`src/rtl/bsfd_pkg.sv`:
```
package bsfd_pkg;

    // Frame buffer geometry
    localparam int MAX_FRAME = 32;
    localparam int ADDR_W    = $clog2(MAX_FRAME);
    localparam int CNT_W     = $clog2(MAX_FRAME + 1);
    localparam int BYTE_W    = 8;

    // Output field widths
    localparam int IDX_W = 5;
    localparam int LEN_W = 6;

    // Link control bytes
    localparam logic [BYTE_W-1:0] FLAG_START = 8'h12;
    localparam logic [BYTE_W-1:0] FLAG_END   = 8'h13;
    localparam logic [BYTE_W-1:0] FLAG_ESC   = 8'h7D;

    // Decoder mode
    typedef enum logic [1:0] {
        MODE_WAIT    = 2'd0,
        MODE_BODY    = 2'd1,
        MODE_ESCAPED = 2'd2
    } t_mode;

    // Control sequencer: taking link bytes or playing out a frame
    typedef enum logic {
        ST_IN  = 1'b0,
        ST_OUT = 1'b1
    } t_state;

endpackage

```
`src/rtl/bsfd_ram.sv`:
```
module bsfd_ram #(
    parameter int WIDTH = 8,
    parameter int DEPTH = 32
) (
    input  logic                     i_clk,
    input  logic                     i_we,
    input  logic [$clog2(DEPTH)-1:0] i_waddr,
    input  logic [WIDTH-1:0]         i_wdata,
    input  logic                     i_re,
    input  logic [$clog2(DEPTH)-1:0] i_raddr,
    output logic [WIDTH-1:0]         o_rdata
);

    logic [WIDTH-1:0] r_mem [DEPTH];
    logic [WIDTH-1:0] r_rdata;

    // One write port, one registered read port; read data holds without a read
    always_ff @(posedge i_clk) begin
        if (i_we) begin
            r_mem[i_waddr] <= i_wdata;
        end
        if (i_re) begin
            r_rdata <= r_mem[i_raddr];
        end
    end

    assign o_rdata = r_rdata;

endmodule

```
`src/rtl/byte_stuffed_frame_decoder.sv`:
```
// Byte-stuffed frame decoder. Takes one raw link byte per request and strips
// the framing: start flag 0x12, end flag 0x13, escape 0x7D (only a flag byte
// may follow an escape). Bytes of the open frame go into a 32-entry buffer
// RAM. On the end flag the decoder stops taking bytes and plays the frame
// out of the RAM, one result per cycle while the sink is ready, each with its
// index, the frame length and a last mark; an empty frame gives a single
// result flagged empty. The first result appears in the cycle after the end
// flag is taken (RAM read register), and link input resumes the cycle after
// the last result is taken. Aborted frames (bad escape, start flag inside a
// frame, buffer overflow) give no result.
module byte_stuffed_frame_decoder
    import bsfd_pkg::*;
(
    input  logic              i_clk,
    input  logic              i_rst_n,
    input  logic              i_valid,
    output logic              o_ready,
    input  logic [7:0]        i_in_byte,
    output logic              o_valid,
    input  logic              i_ready,
    output logic [7:0]        o_data_byte,
    output logic [IDX_W-1:0]  o_byte_index,
    output logic [LEN_W-1:0]  o_frame_length,
    output logic              o_is_last,
    output logic              o_is_empty
);

    t_state             r_state, n_state;
    t_mode              r_mode, n_mode;
    logic [CNT_W-1:0]   r_fill, n_fill;
    logic [ADDR_W-1:0]  r_idx, n_idx;
    logic               r_empty, n_empty;

    logic               in_acc, out_acc;
    logic               is_flag;
    logic               last_byte;
    logic               mem_we, mem_re;
    logic [ADDR_W-1:0]  mem_raddr;
    logic [BYTE_W-1:0]  mem_rdata;

    // Frame buffer
    bsfd_ram #(
        .WIDTH (BYTE_W),
        .DEPTH (MAX_FRAME)
    ) u_store (
        .i_clk   (i_clk),
        .i_we    (mem_we),
        .i_waddr (r_fill[ADDR_W-1:0]),
        .i_wdata (i_in_byte),
        .i_re    (mem_re),
        .i_raddr (mem_raddr),
        .o_rdata (mem_rdata)
    );

    assign o_ready = (r_state == ST_IN);
    assign o_valid = (r_state == ST_OUT);
    assign in_acc  = i_valid && o_ready;
    assign out_acc = o_valid && i_ready;

    assign is_flag   = (i_in_byte == FLAG_START) || (i_in_byte == FLAG_END)
                    || (i_in_byte == FLAG_ESC);
    assign last_byte = (CNT_W'({1'b0, r_idx}) + CNT_W'(1)) == r_fill;

    // Result fields come straight from the RAM read register and counters
    assign o_data_byte    = r_empty ? '0 : mem_rdata;
    assign o_byte_index   = IDX_W'(r_idx);
    assign o_frame_length = LEN_W'(r_fill);
    assign o_is_last      = r_empty || last_byte;
    assign o_is_empty     = r_empty;

    // State registers
    always_ff @(posedge i_clk) begin
        if (!i_rst_n) begin
            r_state <= ST_IN;
            r_mode  <= MODE_WAIT;
            r_fill  <= '0;
            r_idx   <= '0;
            r_empty <= 1'b0;
        end else begin
            r_state <= n_state;
            r_mode  <= n_mode;
            r_fill  <= n_fill;
            r_idx   <= n_idx;
            r_empty <= n_empty;
        end
    end

    // Decode and playout sequencing
    always_comb begin
        n_state   = r_state;
        n_mode    = r_mode;
        n_fill    = r_fill;
        n_idx     = r_idx;
        n_empty   = r_empty;
        mem_we    = 1'b0;
        mem_re    = 1'b0;
        mem_raddr = '0;

        unique case (r_state)
            ST_IN: begin
                if (in_acc) begin
                    unique case (r_mode)
                        MODE_WAIT: begin
                            if (i_in_byte == FLAG_START) begin
                                n_fill = '0;
                                n_mode = MODE_BODY;
                            end
                        end
                        MODE_BODY: begin
                            if (i_in_byte == FLAG_ESC) begin
                                n_mode = MODE_ESCAPED;
                            end else if (i_in_byte == FLAG_END) begin
                                // close frame: prefetch entry 0 and play out
                                n_mode    = MODE_WAIT;
                                n_state   = ST_OUT;
                                n_idx     = '0;
                                n_empty   = (r_fill == '0);
                                mem_re    = 1'b1;
                                mem_raddr = '0;
                            end else if (i_in_byte == FLAG_START) begin
                                n_mode = MODE_WAIT;
                            end else if (r_fill == CNT_W'(MAX_FRAME)) begin
                                n_mode = MODE_WAIT;
                            end else begin
                                mem_we = 1'b1;
                                n_fill = r_fill + CNT_W'(1);
                            end
                        end
                        MODE_ESCAPED: begin
                            if (!is_flag || r_fill == CNT_W'(MAX_FRAME)) begin
                                n_mode = MODE_WAIT;
                            end else begin
                                mem_we = 1'b1;
                                n_fill = r_fill + CNT_W'(1);
                                n_mode = MODE_BODY;
                            end
                        end
                        default: begin
                            n_mode = MODE_WAIT;
                        end
                    endcase
                end
            end
            ST_OUT: begin
                // next entry is read on the same edge the current result leaves
                if (out_acc) begin
                    if (o_is_last) begin
                        n_state = ST_IN;
                        n_empty = 1'b0;
                    end else begin
                        n_idx     = r_idx + ADDR_W'(1);
                        mem_re    = 1'b1;
                        mem_raddr = r_idx + ADDR_W'(1);
                    end
                end
            end
            default: begin
                n_state = ST_IN;
            end
        endcase
    end

    // Input is held off for the whole playout
    a_no_overlap: assert property (@(posedge i_clk) disable iff (!i_rst_n)
        o_valid |-> !o_ready)
        else $error("input taken during frame playout");

    a_empty_form: assert property (@(posedge i_clk) disable iff (!i_rst_n)
        (o_valid && o_is_empty) |-> (o_is_last && o_frame_length == '0
                                     && o_data_byte == '0))
        else $error("malformed empty-frame result");

    a_idx_range: assert property (@(posedge i_clk) disable iff (!i_rst_n)
        (o_valid && !o_is_empty) |-> ({1'b0, o_byte_index} < o_frame_length))
        else $error("byte index beyond frame length");

    a_last_ends: assert property (@(posedge i_clk) disable iff (!i_rst_n)
        (out_acc && o_is_last) |=> (!o_valid && o_ready))
        else $error("playout did not end after last result");

    a_idx_step: assert property (@(posedge i_clk) disable iff (!i_rst_n)
        (out_acc && !o_is_last) |=> (o_valid
                                     && o_byte_index == $past(o_byte_index) + 5'd1))
        else $error("playout index did not advance");

endmodule
```
`config.mk`:
```
export PLATFORM = sky130hd
export DESIGN_NAME = byte_stuffed_frame_decoder
export DESIGN_NICKNAME = d
export VERILOG_FILES = /design/src/rtl/bsfd_pkg.sv /design/src/rtl/bsfd_ram.sv /design/src/rtl/byte_stuffed_frame_decoder.sv
export SDC_FILE = /design/constraint.sdc
export NUM_CORES = 1
export LEC_CHECK = 0
export CELL_PAD_IN_SITES_DETAIL_PLACEMENT = 2
export CELL_PAD_IN_SITES_GLOBAL_PLACEMENT = 2
export CORE_MARGIN = 3
export CORE_UTILIZATION = 42
export CTS_CLUSTER_SIZE = 14
export DETAILED_ROUTE_END_ITERATION = 12
export DONT_BUFFER_PORTS = 1
export GPL_ROUTABILITY_DRIVEN = 0
export GPL_TIMING_DRIVEN = 0
export PLACE_DENSITY = 0.87
export SLEW_MARGIN = 20
export SYNTH_ARGS = -nofsm -noshare
export SYNTH_HDL_FRONTEND = slang
export SYNTH_SLANG_ARGS = --single-unit
```
`constraint.sdc`:
```
create_clock -name i_clk -period 3.15 [get_ports i_clk]
set_input_delay 0.945 -clock i_clk [delete_from_list [all_inputs] [get_ports i_clk]]
set_output_delay 0.945 -clock i_clk [all_outputs]
set_load 0.03 [all_outputs]
```
==> run_results.csv <==
group,metric,value,unit
outcome,outcome,"finished with violations",
outcome,violations,"negative setup slack",
logic_synthesis,netlist_instances,763,
power,p_per_area,540,nW/um2
final_layout,layout-drive-gt1-share,28.9,%
grt,antenna_found_initial,0,
cts,htreeDepth,1,
final_layout,layout.nets,842,
grt,gr-usage-all-layers,26.6,%
logic_synthesis,synthFlopType,"edfxtp_1",
routing,vias_per_cell,6.41,
floorplan,start_util,43.0,%
cts,path_clk_slew,70,ps
timing,tns,-26980,ps
routing,drt-initial-drc-count,908,
setup_path,worstPathArrival,3620,ps
routing,first_pass_iters,5,
placed_design,port_buffers,0,
setup_path,r2r_slack,-220,ps
floorplan,die-area,29900,um2
final_layout,final_common_cell,"edfxtp_1",
logic_synthesis,yosysSeqAreaShare,70.4,%
final_layout,multi_input_area,3900,um2
power,power,0.00763,W
logic_synthesis,synth_fp_nets,784,
final_layout,postLayoutCoreUtil,52.0,%
grt,grtUsageMet3,4.85,%
routing,dr_total_vias,7798,
timing,setup_viol,158,
final_layout,layout_common_cells,"edfxtp_1 (264), nand2_1 (42), nor2_4 (34)",
hold_path,hp-start,"i_in_byte[5]",
setup_path,critPathSlowestCell,"or4b_1",
routing,drtAntennaViolNets,0,
final_layout,areaGrowthSynthToFinish,20.8,%
final_layout,antenna_cells,0,
hold_path,holdPathEnd,"u_store.r_mem[0][5]",
routing,totalWireLength,43800,um
cts,ctsLongestPathBuffers,3,
logic_synthesis,ys_seq_elements,279,
logic_synthesis,synth_area,11700,um2
cts,hold_buffers,0,
grt,gr-total-overflow,0,
job,drv_cap,0,
timing,slew_headroom,36.2,%
timing,rsz0062_at_grt,"true",
final_layout,fillCellCount,2487,
logic_synthesis,ys_async_sr_fraction,0,%
logic_synthesis,synth-edff-count,264,
setup_path,critPathTopFamily,"simple AND/OR/NAND/NOR gates",
logic_synthesis,yosysUniqueCellTypes,59,
cts,clk_latency,570,ps
timing,fmax,0.292,GHz
final_layout,instances_no_fill,1217,
floorplan,die_width,173,um
setup_path,crit_path_end_kind,"flop",
timing,worst_slack,-270,ps
hold_path,min_path_type,"in2reg",
power,peakVddDrop,0.495,mV
logic_synthesis,yosysWarnings,0,
setup_path,crit_chain,"or4b_1 > or3_1 > clkbuf_1 > nand2_1 > nand2_1 > a21oi_2 > nand2_2 > nor2_4",
timing,timing.final.hold_violations,0,
grt,grt_pass1_vias,8254,
timing,finalCritPeriodShare,109,%
floorplan,rows,60,
cts,cts_inserted_buffers,30,
setup_path,worstPathRequired,3350,ps
routing,wl_per_cell,36.0,um
grt,grt_pass1_wl,59000,um
setup_path,r2r_start,"o_byte_index[1]",
setup_path,cp_slowest_stage_delay,560,ps
setup_path,r2r_cells,10,
placed_design,place_hpwl,25600,um
logic_synthesis,postSynthAreaPerCell,15.3,um2
grt,grt_max_degree,36,
cts,clock-sinks,279,
placed_design,dp.cells,1135,
setup_path,worstReg2RegEnd,"u_store.o_rdata[7]",
timing,skew,25.9,ps
floorplan,boundaryPins,35,
grt,grt_util_met2,45.1,%
setup_path,crit_path_frequent_cell,"nand2_1",
final_layout,ff_latch_area,8250,um2
floorplan,coreArea,27200,um2
setup_path,path_depth,8,
setup_path,setup.worst_path.start_class,"input port",
hold_path,hold_depth,0,
cts,cts_root_buffer,"clkbuf_16",
timing,period_needed,3420,ps
timing,final_max_slew_viol_count,0,
grt,top_usage_layer,"met2",
setup_path,critical_path.max_fanout,34,
power,leakage,4.28,nW
cts,tritoncts,"built",
grt,globalRouteMet1Util,34.1,%
setup_path,critPathKind,"in2reg",
timing,worst_pin_slew,956,ps
routing,drc,0,
setup_path,critPathBufInv,1,
floorplan,die_h,173,um
==> timing repair <==
item	4_1_cts	5_1_grt
cloned	0	1
endpoints found under the hold margin	0	0
resized for setup	124	65
pin swaps	4	29
setup buffers	5	22
setup endpoints to repair	275	282
==> where the power goes <==
group	internal, W	total, W	switching (W)
combinational	0.00000468	0.0000107	0.00000599
clock	0.00206	0.00358	0.00151
sequential	0.00405	0.00405	0.000000440
==> worst max path at each step <==
stage	start	endpoint
2_1_floorplan	i_in_byte[3]	u_store.r_mem[11][0]
3_5_place_dp	i_in_byte[3]	u_store.r_mem[10][4]
6_report	i_in_byte[3]	u_store.r_mem[1][3]
3_3_place_gp	i_in_byte[3]	u_store.r_mem[18][4]
5_1_grt	i_in_byte[3]	u_store.r_mem[27][6]
4_1_cts	i_in_byte[3]	u_store.r_mem[10][4]
==> routing by layer <==
metal | part of all wire, % | up-vias
li1 | - | 3127
met1 | 37 | 4101
met2 | 51 | 464
met3 | 7.4 | 106
met4 | 4.4 | 0
met5 | 0 | -
==> per-stage QoR <==
stage | setup WS [ps] | hold WS, ps | area [um2]
floorplan | -97.6 | 475 | 11700
global placement | -809 | 503 | 12200
finish | -270 | 476 | 14100
CTS | -125 | 467 | 13700
global route | -284 | 457 | 14100
detailed placement | -1000 | 528 | 12200
==> cell usage after synthesis (2+ instances only) <==
cell,count,area [um2]
a211oi_1,16,120
a21boi_0,5,37.5
a21oi_1,24,120
a221o_1,8,80.1
a221oi_1,8,70.1
a22o_1,8,70.1
a2bb2oi_1,8,70.1
a31oi_1,3,18.8
a32oi_1,8,70.1
and2_1,2,12.5
buf_1,4,15.0
buf_2,16,80.1
buf_4,3,22.5
clkbuf_1,16,60.1
dfxtp_1,15,300
edfxtp_1,264,7930
ha_1,9,113
inv_1,9,33.8
mux2_2,8,90.1
mux2i_1,25,250
mux4_2,24,541
nand2_1,47,176
nand2b_1,10,62.6
nand3_1,19,95.1
nand3b_1,3,22.5
nor2_1,65,244
nor2b_1,22,138
nor3_1,12,60.1
nor4_1,5,31.3
o211ai_1,24,180
o21ai_0,18,90.1
o31ai_1,8,60.1
o31ai_2,2,25.0
or2_2,4,25.0
or2b_1,2,15.0
or3_1,5,31.3
xnor2_1,9,78.8
xor2_1,4,35.0
==> cells by family (layout without fill, tap and decap cells) <==
logic type / Yosys count / count (layout) / synth area share, %
buf+inv: 50 / 132 / 1.94
simple gates: 204 / 204 / 8.39
xor+xnor: 13 / 13 / 0.974
flops: 279 / 279 / 70.4
compound gates: 151 / 151 / 9.82
fa+ha+maj: 9 / 9 / 0.963
mux: 57 / 57 / 7.53
==> flip-flops by register name, summed over array words and instances, names as in the netlist <==
signal,cells
r_mode,2
u_store.o_rdata,8
o_byte_index,5
u_store.r_mem,256
o_frame_length,6
o_is_empty,1
o_valid,1
==> cell type report <==
cell class | count | area share [%]
sequential | 279 | 58.4
multi-input combinational | 434 | 27.6
clock buffer | 40 | 5.80
tap | 372 | 3.30
timing repair buffer | 28 | 1.89
buffer | 38 | 1.60
clock inverter | 16 | 1.08
inverter | 10 | 0.319
No activity file was read; power rests on OpenSTA's default activity.
